==> config.mk <==
export PLATFORM = sky130hd
export DESIGN_NAME = lifo_stack_with_indexed_access
export DESIGN_NICKNAME = d
export VERILOG_FILES = /design/src/hdl/lsia_pkg.sv /design/src/hdl/lsia_ctrl.sv /design/src/hdl/lsia_datapath.sv /design/src/hdl/lifo_stack_with_indexed_access.sv
export SDC_FILE = /design/constraint.sdc
export NUM_CORES = 2
export LEC_CHECK = 0
export BUFFER_PORTS_ARGS = -buffer_cell sky130_fd_sc_hd__buf_2
export CORE_UTILIZATION = 35
export DETAILED_ROUTE_END_ITERATION = 12
export GPL_TIMING_DRIVEN = 0
export PLACE_DENSITY = 0.49
export SYNTH_ARGS = -nofsm -noshare
export SYNTH_HDL_FRONTEND = slang
export SYNTH_SLANG_ARGS = --single-unit
==> constraint.sdc <==
create_clock -name clk -period 6.4 [get_ports clk]
set_clock_uncertainty 0.05 [all_clocks]
set_input_delay 1.28 -clock clk [delete_from_list [all_inputs] [get_ports clk]]
set_output_delay 1.28 -clock clk [all_outputs]
set_load 0.05 [all_outputs]
==> src/hdl/lsia_pkg.sv <==
`timescale 1ns / 1ps
`default_nettype none
// ----------------------------------------------------------------------------
// LIFO stack package
// Shared sizes, codes and request/result/control types for the stack block.
// ----------------------------------------------------------------------------
package lsia_pkg;

    // Storage sizes.
    localparam int DEPTH      = 64;
    localparam int WORD_BITS  = 32;
    localparam int ADDR_BITS  = (DEPTH > 1) ? $clog2(DEPTH) : 1;
    localparam int COUNT_BITS = $clog2(DEPTH + 1);

    typedef logic [WORD_BITS-1:0]  word_t;
    typedef logic [ADDR_BITS-1:0]  addr_t;
    typedef logic [COUNT_BITS-1:0] count_t;

    // Action codes.
    localparam logic [2:0] ACT_PUSH  = 3'd0;
    localparam logic [2:0] ACT_POP   = 3'd1;
    localparam logic [2:0] ACT_PEEK  = 3'd2;
    localparam logic [2:0] ACT_READN = 3'd3;
    localparam logic [2:0] ACT_SWAP  = 3'd4;

    // Status codes.
    localparam logic [1:0] STATUS_OK    = 2'd0;
    localparam logic [1:0] STATUS_UNDER = 2'd1;
    localparam logic [1:0] STATUS_OVER  = 2'd2;
    localparam logic [1:0] STATUS_RANGE = 2'd3;

    // One request.
    typedef struct packed {
        logic [2:0]  action;
        logic [31:0] push_value;
        logic [5:0]  index_a;
        logic [5:0]  index_b;
    } req_t;

    // One result.
    typedef struct packed {
        logic [31:0] read_data;
        logic        data_valid;
        logic [1:0]  status;
        logic [6:0]  stored_count;
        logic        is_empty;
    } rsp_t;

    // Controller states.
    typedef enum logic [2:0] {
        S_IDLE,
        S_EXEC,
        S_READ,
        S_SWAP_A,
        S_SWAP_B
    } state_t;

    // Commands from the controller to the datapath.
    typedef struct packed {
        logic capture;
        logic mem_read;
        logic push_wr;
        logic swap_wr_a;
        logic swap_wr_b;
        logic finish;
    } cmd_t;

    // Status from the datapath to the controller.
    typedef struct packed {
        logic ok;
        logic is_push;
        logic is_read;
        logic is_swap;
    } dp_stat_t;

endpackage
`default_nettype wire

==> src/hdl/lsia_ctrl.sv <==
`timescale 1ns / 1ps
`default_nettype none
// ----------------------------------------------------------------------------
// LIFO stack controller
// Sequences each request through decode, memory read and swap write cycles.
// ----------------------------------------------------------------------------
module lsia_ctrl (
    input  wire logic              clk,
    input  wire logic              rst_n,
    input  wire logic              start,
    input  wire lsia_pkg::dp_stat_t dp_stat,
    output lsia_pkg::cmd_t         cmd,
    output logic                   busy
);
    import lsia_pkg::*;

    state_t state_reg;
    state_t state_next;

    // State register.
    always_ff @(posedge clk or negedge rst_n)
    begin
        if (!rst_n)
        begin
            state_reg <= S_IDLE;
        end
        else
        begin
            state_reg <= state_next;
        end
    end

    // Next state.
    always_comb
    begin
        state_next = state_reg;
        case (state_reg)
            S_IDLE:
            begin
                if (start)
                begin
                    state_next = S_EXEC;
                end
            end
            S_EXEC:
            begin
                if (dp_stat.ok && dp_stat.is_read)
                begin
                    state_next = S_READ;
                end
                else if (dp_stat.ok && dp_stat.is_swap)
                begin
                    state_next = S_SWAP_A;
                end
                else
                begin
                    state_next = S_IDLE;
                end
            end
            S_READ:   state_next = S_IDLE;
            S_SWAP_A: state_next = S_SWAP_B;
            S_SWAP_B: state_next = S_IDLE;
            default:  state_next = S_IDLE;
        endcase
    end

    // Command outputs.
    always_comb
    begin
        cmd  = '0;
        busy = (state_reg != S_IDLE);
        case (state_reg)
            S_IDLE:
            begin
                cmd.capture = start;
            end
            S_EXEC:
            begin
                cmd.mem_read = 1'b1;
                cmd.push_wr  = dp_stat.ok && dp_stat.is_push;
                cmd.finish   = !(dp_stat.ok && (dp_stat.is_read || dp_stat.is_swap));
            end
            S_READ:
            begin
                cmd.finish = 1'b1;
            end
            S_SWAP_A:
            begin
                cmd.swap_wr_a = 1'b1;
            end
            S_SWAP_B:
            begin
                cmd.swap_wr_b = 1'b1;
                cmd.finish    = 1'b1;
            end
            default:
            begin
                cmd = '0;
            end
        endcase
    end

endmodule
`default_nettype wire

==> src/hdl/lsia_datapath.sv <==
`timescale 1ns / 1ps
`default_nettype none
// ----------------------------------------------------------------------------
// LIFO stack datapath
// Holds the request, the entry memory, the word count and the result register.
// ----------------------------------------------------------------------------
module lsia_datapath (
    input  wire logic            clk,
    input  wire logic            rst_n,
    input  wire lsia_pkg::req_t  request,
    input  wire lsia_pkg::cmd_t  cmd,
    output lsia_pkg::dp_stat_t   dp_stat,
    output lsia_pkg::rsp_t       result,
    output logic                 done
);
    import lsia_pkg::*;

    req_t   req_reg;
    count_t count_reg;
    count_t count_next;
    word_t  rd_a_reg;
    word_t  rd_b_reg;
    rsp_t   result_reg;
    logic   done_reg;
    word_t  mem [DEPTH];

    logic        is_push;
    logic        is_pop;
    logic        is_peek;
    logic        is_readn;
    logic        is_swap;
    logic        is_full;
    logic        is_zero;
    logic        a_out;
    logic        b_out;
    logic [1:0]  status;
    logic [5:0]  depth_sel;
    logic [31:0] top_pos;
    addr_t       raddr_a;
    addr_t       raddr_b;
    logic        mem_we;
    addr_t       waddr;
    word_t       wdata;

    // Request register.
    always_ff @(posedge clk)
    begin
        if (cmd.capture)
        begin
            req_reg <= request;
        end
    end

    // Decode and checks against the current count.
    always_comb
    begin
        is_push  = (req_reg.action == ACT_PUSH);
        is_pop   = (req_reg.action == ACT_POP);
        is_peek  = (req_reg.action == ACT_PEEK);
        is_readn = (req_reg.action == ACT_READN);
        is_swap  = (req_reg.action == ACT_SWAP);
        is_full  = (32'(count_reg) >= 32'(DEPTH));
        is_zero  = (count_reg == '0);
        a_out    = (32'(req_reg.index_a) >= 32'(count_reg));
        b_out    = (32'(req_reg.index_b) >= 32'(count_reg));
        status   = STATUS_OK;
        if (is_push && is_full)
        begin
            status = STATUS_OVER;
        end
        else if ((is_pop || is_peek) && is_zero)
        begin
            status = STATUS_UNDER;
        end
        else if ((is_readn && a_out) || (is_swap && (a_out || b_out)))
        begin
            status = STATUS_RANGE;
        end
        dp_stat.ok      = (status == STATUS_OK);
        dp_stat.is_push = is_push;
        dp_stat.is_read = is_pop || is_peek || is_readn;
        dp_stat.is_swap = is_swap;
    end

    // Read addresses: a word below the top, or the two swap positions.
    always_comb
    begin
        depth_sel = is_readn ? req_reg.index_a : 6'd0;
        top_pos   = 32'(count_reg) - 32'd1 - 32'(depth_sel);
        if (is_swap)
        begin
            raddr_a = addr_t'(req_reg.index_a);
        end
        else
        begin
            raddr_a = top_pos[ADDR_BITS-1:0];
        end
        raddr_b = addr_t'(req_reg.index_b);
    end

    // Single write port: push on top, or the two halves of a swap.
    always_comb
    begin
        mem_we = cmd.push_wr || cmd.swap_wr_a || cmd.swap_wr_b;
        waddr  = count_reg[ADDR_BITS-1:0];
        wdata  = word_t'(req_reg.push_value);
        if (cmd.swap_wr_a)
        begin
            waddr = addr_t'(req_reg.index_a);
            wdata = rd_b_reg;
        end
        else if (cmd.swap_wr_b)
        begin
            waddr = addr_t'(req_reg.index_b);
            wdata = rd_a_reg;
        end
    end

    // Entry memory with two registered read ports.
    always_ff @(posedge clk)
    begin
        if (mem_we)
        begin
            mem[waddr] <= wdata;
        end
        if (cmd.mem_read)
        begin
            rd_a_reg <= mem[raddr_a];
            rd_b_reg <= mem[raddr_b];
        end
    end

    // Word count update.
    always_comb
    begin
        count_next = count_reg;
        if (cmd.push_wr)
        begin
            count_next = count_reg + count_t'(1);
        end
        else if (cmd.finish && is_pop && dp_stat.ok)
        begin
            count_next = count_reg - count_t'(1);
        end
    end

    always_ff @(posedge clk or negedge rst_n)
    begin
        if (!rst_n)
        begin
            count_reg <= '0;
            done_reg  <= 1'b0;
        end
        else
        begin
            count_reg <= count_next;
            done_reg  <= cmd.finish;
        end
    end

    // Result register.
    always_ff @(posedge clk)
    begin
        if (cmd.finish)
        begin
            result_reg.data_valid   <= dp_stat.ok && dp_stat.is_read;
            result_reg.read_data    <= (dp_stat.ok && dp_stat.is_read) ?
                                       32'(rd_a_reg) : 32'd0;
            result_reg.status       <= status;
            result_reg.stored_count <= 7'(count_next);
            result_reg.is_empty     <= (count_next == '0);
        end
    end

    assign result = result_reg;
    assign done   = done_reg;

endmodule
`default_nettype wire

==> src/hdl/lifo_stack_with_indexed_access.sv <==
`timescale 1ns / 1ps
`default_nettype none
// Each accepted request goes to EXEC, where push, error and no-op requests finish;
// pop, peek and read-nth then pass through READ, swap through SWAP_A and SWAP_B.
// The done strobe is registered after the finishing state. A new request is taken
// only while idle, as in the cycle that done is high. Swap uses the single write port twice.
// Reset clears the word count and the controller; stored words are not cleared.
// ----------------------------------------------------------------------------
// LIFO stack with indexed access
// Fixed-depth stack with push, pop, peek, read-nth and swap requests.
// ----------------------------------------------------------------------------
module lifo_stack_with_indexed_access (
    input  wire logic           clk,
    input  wire logic           rst_n,
    input  wire logic           start,
    input  wire lsia_pkg::req_t request,
    output logic                busy,
    output logic                done,
    output lsia_pkg::rsp_t      result
);
    import lsia_pkg::*;

    cmd_t     cmd;
    dp_stat_t dp_stat;

    // Controller.
    lsia_ctrl u_ctrl (
        .clk     (clk),
        .rst_n   (rst_n),
        .start   (start),
        .dp_stat (dp_stat),
        .cmd     (cmd),
        .busy    (busy)
    );

    // Datapath.
    lsia_datapath u_datapath (
        .clk     (clk),
        .rst_n   (rst_n),
        .request (request),
        .cmd     (cmd),
        .dp_stat (dp_stat),
        .result  (result),
        .done    (done)
    );

endmodule
`default_nettype wire

Word level (Yosys, flattened, before mapping)
Memories as Yosys holds them, arrays and structs flattened. A register that Yosys moved wholly into a read port is not among the register bits.
Cells that the tools add are included.
W data, S select, Z words.
- add/subtract/negate cells: 4
- multipliers: 0
- div/mod/pow operators: 0
- $lt $le $gt $ge: 3
- eq/ne operators: 9
- shifts and indexed selects: 0
- mux-type cells: 22
- bitwise operators: 0
- reduce and logical (&&, ||, !) cells: 25
- operators with widths (cell ; count):
    $mux W32 ; 2
    $mux W6 ; 4
    $ge A6 B7 Y1 ; 2
    $logic_not A7 Y1 ; 2
    $mux W7 ; 2
    $eq A3 B2 Y1 const B ; 4
    $logic_and A1 B1 Y1 ; 10
    $mux W2 ; 5
    $pmux W3 S3 ; 1
    $add A7 B1 Y7 const B ; 1
    $ge A7 B7 Y1 const B ; 1
    $logic_or A1 B1 Y1 ; 7
    $sub A7 B1 Y7 const B ; 1
    $eq A3 B1 Y1 const B ; 2
    $eq A3 B3 Y1 const B ; 2
    $logic_not A3 Y1 ; 2
    $mux W3 ; 2
    $sub A6 B1 Y6 const B ; 1
    $sub A6 B6 Y6 ; 1
    $mux W1 ; 5
    $reduce_bool A3 Y1 ; 1
    $logic_not A2 Y1 ; 1
    $ne A2 B2 Y1 const B ; 1
    $pmux W1 S2 ; 1
    other kinds (2) ; 2
- flip-flop bits (word level): 101
- bits in latches: 0
- memory bits (writable): 2048
- ROM bits: 0
- bits of input ports: 50
- output and inout bits: 45
- word-level logic and storage cells: 76
- memories kept: 1
- memory list (name ; words ; width ; rd ports ; clocked after Yosys merged registers in ; write ports ; line ; RTL):
    u_datapath.mem ; 64 ; 32 ; 2 ; 2 ; 1 ; lsia_datapath.sv:25 ; word_t mem [DEPTH];

Longest topological paths before layout
- depth after elaboration: 16
- depth in mapped cells: 18

By module
A second synthesis with hierarchy kept.
- cells, all modules: 4802
- area total of the unflattened synthesis: 100696.6 um^2
- by module, submodules not included (module ; times used ; cells each ; area an instance (um^2) ; seq. area each (um^2)):
    lsia_datapath ; 1 ; 4786 ; 100507.6 ; 66323.6
    lsia_ctrl ; 1 ; 16 ; 188.9 ; 75.1

Least setup slack after synthesis
Ideal clock, no wire load.
- path kind: register -> register
- start point: register u_datapath.req_reg, in the netlist u_datapath.raddr_b[0]
- end point: register u_datapath.result_reg, in the netlist u_datapath.result[0], enable pin
- data arrival time: 4726 ps
- data required time: 5891 ps
- setup slack: 1165 ps
- stages on the path, launching flop included: 14
- buffers on the path: 3
- path through: edfxtp_1 -> clkbuf_1 -> clkbuf_1 -> buf_1 -> inv_1 -> ha_1 -> nand2b_1 -> a211oi_1 -> o21bai_1 -> a211oi_1 -> o2111ai_1 -> nand2_1 -> a211o_1 -> a21oi_1
- RTL lines (what ; line ; RTL):
    start, declared ; lsia_datapath.sv:18 ; req_t req_reg;
    start signal, assigned ; lsia_datapath.sv:50 ; req_reg <= request;
    end, declared ; lsia_datapath.sv:23 ; rsp_t result_reg;

Final worst setup path
- start point: register u_datapath.req_reg[45] (netlist bit)
- end point: register u_datapath.rd_a_reg[10] (read register of u_datapath.mem), data pin
- longest elaborated chain between the ends: 4
- elaborated cells between the ends (all ways): 5
- ends and longest elaborated chain (what ; line ; RTL):
    $eq A3 B2 Y1 ; lsia_datapath.sv:60 ; is_readn = (req_reg.action == ACT_READN);
    $mux W6 ; lsia_datapath.sv:88 ; depth_sel = is_readn ? req_reg.index_a : 6'd0;
    $sub A6 B6 Y6 ; lsia_datapath.sv:89 ; top_pos = 32'(count_reg) - 32'd1 - 32'(depth_sel);
    $mux W6 * ; lsia_datapath.sv:90 ; if (is_swap)
    end, declared ; lsia_datapath.sv:21 ; word_t rd_a_reg;
Mark *: on every way between the ends. The rest lies on a longest branch, timed or not.
A chain may end at the register's enable or synchronous reset.

==> run metrics <==
Pwr per Cell Area 538 nW/um^2; Final Util 0.410; Syn Area/Cell 19.3 um^2; Final Wtd Congestion 0.963; drt pass-1 iters 9; max incr delay on CP 0.79 ns; Yosys cell types 68; most common cell after layout, fill and taps aside edfxtp_1; final net count 5,821; Worst Setup Start Kind flip-flop; top_reg_cell synth edfxtp_1; worst slew pin tran 1.61 ns; Fin. Hold Viols 0; detailed-route via count 63,184; final setup vio count 9; Final HPWL DP 306,000 um; fin. max-slew vios 99; first-pass GRT wire length 560,000 um; R2R depth 14; FMAX 154 MHz; die area 292,000 um^2; Placed Cells 9,282; Slew headroom -0.0721; Post-synth EDFFs 2,202; Clk pin slew, worst setup/hold paths 0.06 ns; Clock Path Buffers 4; worst hold margin 0.200 ns; Max VDD drop 0.000422 V; IO Port Bufs 94; Core Area 288,000 um^2; Synth Register Bits 2,213; Placement Setup Slack -0.339 ns; Mapped Cells 5,257; outcome complete, but fails checks; CTS Sinks 2,213; max cap viols 9; CTS Root Cell clkbuf_16; layout cells sized above 1 0.348; post-synthesis sequential area ratio 0.654; CTS tree done; Post-Syn Area 102,000 um^2; RSZ-0062 raised after global routing no; Num CTS Buffers 247; max reg flops 2,048; CP cell instances buf_2, nand2_1, nor2_1, nand2_1, ha_1, mux2i_2, buf_2, buf_2, buf_2, mux4_2, nand2_1, a31oi_1, a32oi_1, nand2_1; r2r startpoint u_datapath.req_reg[45]; chip width 541 um; CP delay by family, top buffers and inverters; WL final 427,000 um; Tmin final 6.50 ns; largest net degree at the start of global routing 62; overall routing resource usage 0.288; R2R setup slack -0.10 ns; starting density of the core 0.352; hold buffers post-CTS 0; initial antenna violation count 21; fin area 118,000 um^2; htree depth 4; number of I/O pins 95; Skew-Pair Late Insertion Delay 0.95 ns; Critical path buffers and inverters 4; Worst Hold Class input pin to asynchronous set/reset pin; GR Overflow Total 0; Ys Warns 0; Antenna Nets Post-Route 0; Fin Setup TNS -0.379 ns; total leakage power 37.6 nW; commonest cells after routing, fill and taps aside edfxtp_1 (2,202), mux4_2 (1,143), nand2_1 (644), buf_2 (266), clkbuf_16 (249); DRT iter0 DRCs 10,447; crit path kind flip-flop to flip-flop; Post-route DRC 0; Post-synth ARST share 0.00497; WP data arrival 7.07 ns; post-route clock period utilization 1.02; CP max-delay cell buf_2; Required @ worst endpoint 6.97 ns; Via density 6.49; Final Total Pwr 63.6 mW; placed inst area 111,000 um^2; area grow syn2layout 16.5%; Die H 541 um; crit path max fanout 10; Worst setup EP type flip-flop; post-route setup slack -0.105 ns; failing checks capacitance limit, slew limit, setup timing; reg2reg end u_datapath.rd_a_reg[10]; post-detailed-route wirelength per cell 43.8 um; vias in the first global route 60,733; synthesized netlist net count 5,327; Finished Layout Cells 9,743; Row Count 197
worst register-to-register path: cells and delay by family (launching register included):
| family | cells | cell delay [ns] |
|---|---|---|
| buffers and inverters | 4 | 2.18 |
| muxes | 2 | 1.34 |
| AOI/OAI and AO/OA | 2 | 0.95 |
| DFF | 1 | 0.34 |
| adders and majority gates | 1 | 0.35 |
| and+or+nand+nor | 5 | 0.98 |
cell type report:
type | instances | area, um^2
Multi-Input combinational cell | 2621 | 34000
Antenna cell | 13 | 32.5
Fill cell | 25562 | 170000
Buffer | 397 | 1810
Timing Repair Buffer | 245 | 3620
Tap cell | 3781 | 4730
Clock buffer | 305 | 6440
Sequential cell | 2213 | 66400
Inverter | 26 | 100
Clock inverter | 142 | 1230
worst max path at each step:
stage                            from                 endpoint  slack, ns  depth (start not counted)
6_report       u_datapath.req_reg[45]  u_datapath.rd_a_reg[10]      -0.10                         14
5_1_grt        u_datapath.req_reg[45]  u_datapath.rd_a_reg[10]       0.01                         14
3_3_place_gp    u_datapath.raddr_b[0]    u_datapath.result[37]      -3.40                         13
4_1_cts        u_datapath.req_reg[45]  u_datapath.rd_a_reg[10]       0.01                         14
2_1_floorplan   u_datapath.raddr_b[0]     u_datapath.result[0]       1.17                         13
3_5_place_dp   u_datapath.req_reg[45]   u_datapath.rd_a_reg[0]      -0.34                         15
logic make-up (layout without fill, tap and decap cells):
family / count (synthesis) / after routing / synth area share
multiplexers: 1184 / 1184 / 0.258
XOR/XNOR: 8 / 8 / 0.000690
AO/OA/AOI/OAI: 244 / 244 / 0.0175
flip-flops: 2213 / 2213 / 0.654
adder cells (fa/ha/maj): 20 / 20 / 0.00254
AND/OR/NAND/NOR: 1165 / 1165 / 0.0502
other: 0 / 13 / 0
buffers and inverters: 423 / 1115 / 0.0177
per-layer routing:
layer | global-route usage | wire [um] | vias up
li1 | - | - | 23341
met1 | 0.387 | 166000 | 34435
met2 | 0.421 | 186000 | 4547
met4 | 0.157 | 27300 | 10
met3 | 0.0807 | 48000 | 851
met5 | 0.00592 | 295 | -
cells in the mapped netlist (2+ instances only):
cell type,instances,share of area
a221o_1,2,0.00020
nor4_1,2,0.00012
buf_2,130,0.0064
nand3_1,230,0.011
o31a_1,2,0.00017
a32oi_1,32,0.0028
nand4_1,19,0.0012
o31ai_1,2,0.00015
inv_1,26,0.00096
a211o_1,2,0.00017
nand2_1,676,0.025
buf_4,6,0.00044
a21oi_1,25,0.0012
or3_1,2,0.00012
and3_1,97,0.0060
o211a_1,2,0.00020
a211oi_1,13,0.00096
mux2i_1,36,0.0035
a221oi_1,4,0.00034
a311oi_1,7,0.00060
nor4b_1,3,0.00026
mux2_2,5,0.00055
buf_1,84,0.0031
clkbuf_1,174,0.0064
o211ai_1,3,0.00022
mux4_2,1143,0.25
or4_4,2,0.00022
edfxtp_1,2202,0.65
nand2b_1,4,0.00025
a2111oi_0,12,0.0010
ha_1,19,0.0023
dfrtp_1,11,0.0027
a22oi_1,37,0.0027
and2_1,4,0.00025
nor3_1,10,0.00049
nor2_1,103,0.0038
o41ai_1,2,0.00017
o21ai_0,10,0.00049
a31oi_1,72,0.0044
nor2_2,2,0.00012
xnor2_1,7,0.00060
a21o_1,7,0.00052
repair_timing:
action	4_1_cts	5_1_grt
buffers inserted	0	0
setup endpoints to repair	21	14
resized for setup	5	5
where the power goes:
group	switching (mW)	internal (mW)	leakage (nW)	total, mW
sequential	0.379	18.2	20.0	18.5
clock	6.07	7.93	3.76	14.0
combinational	21.8	9.28	13.8	31.1
Power figures use the tool's default switching activity.
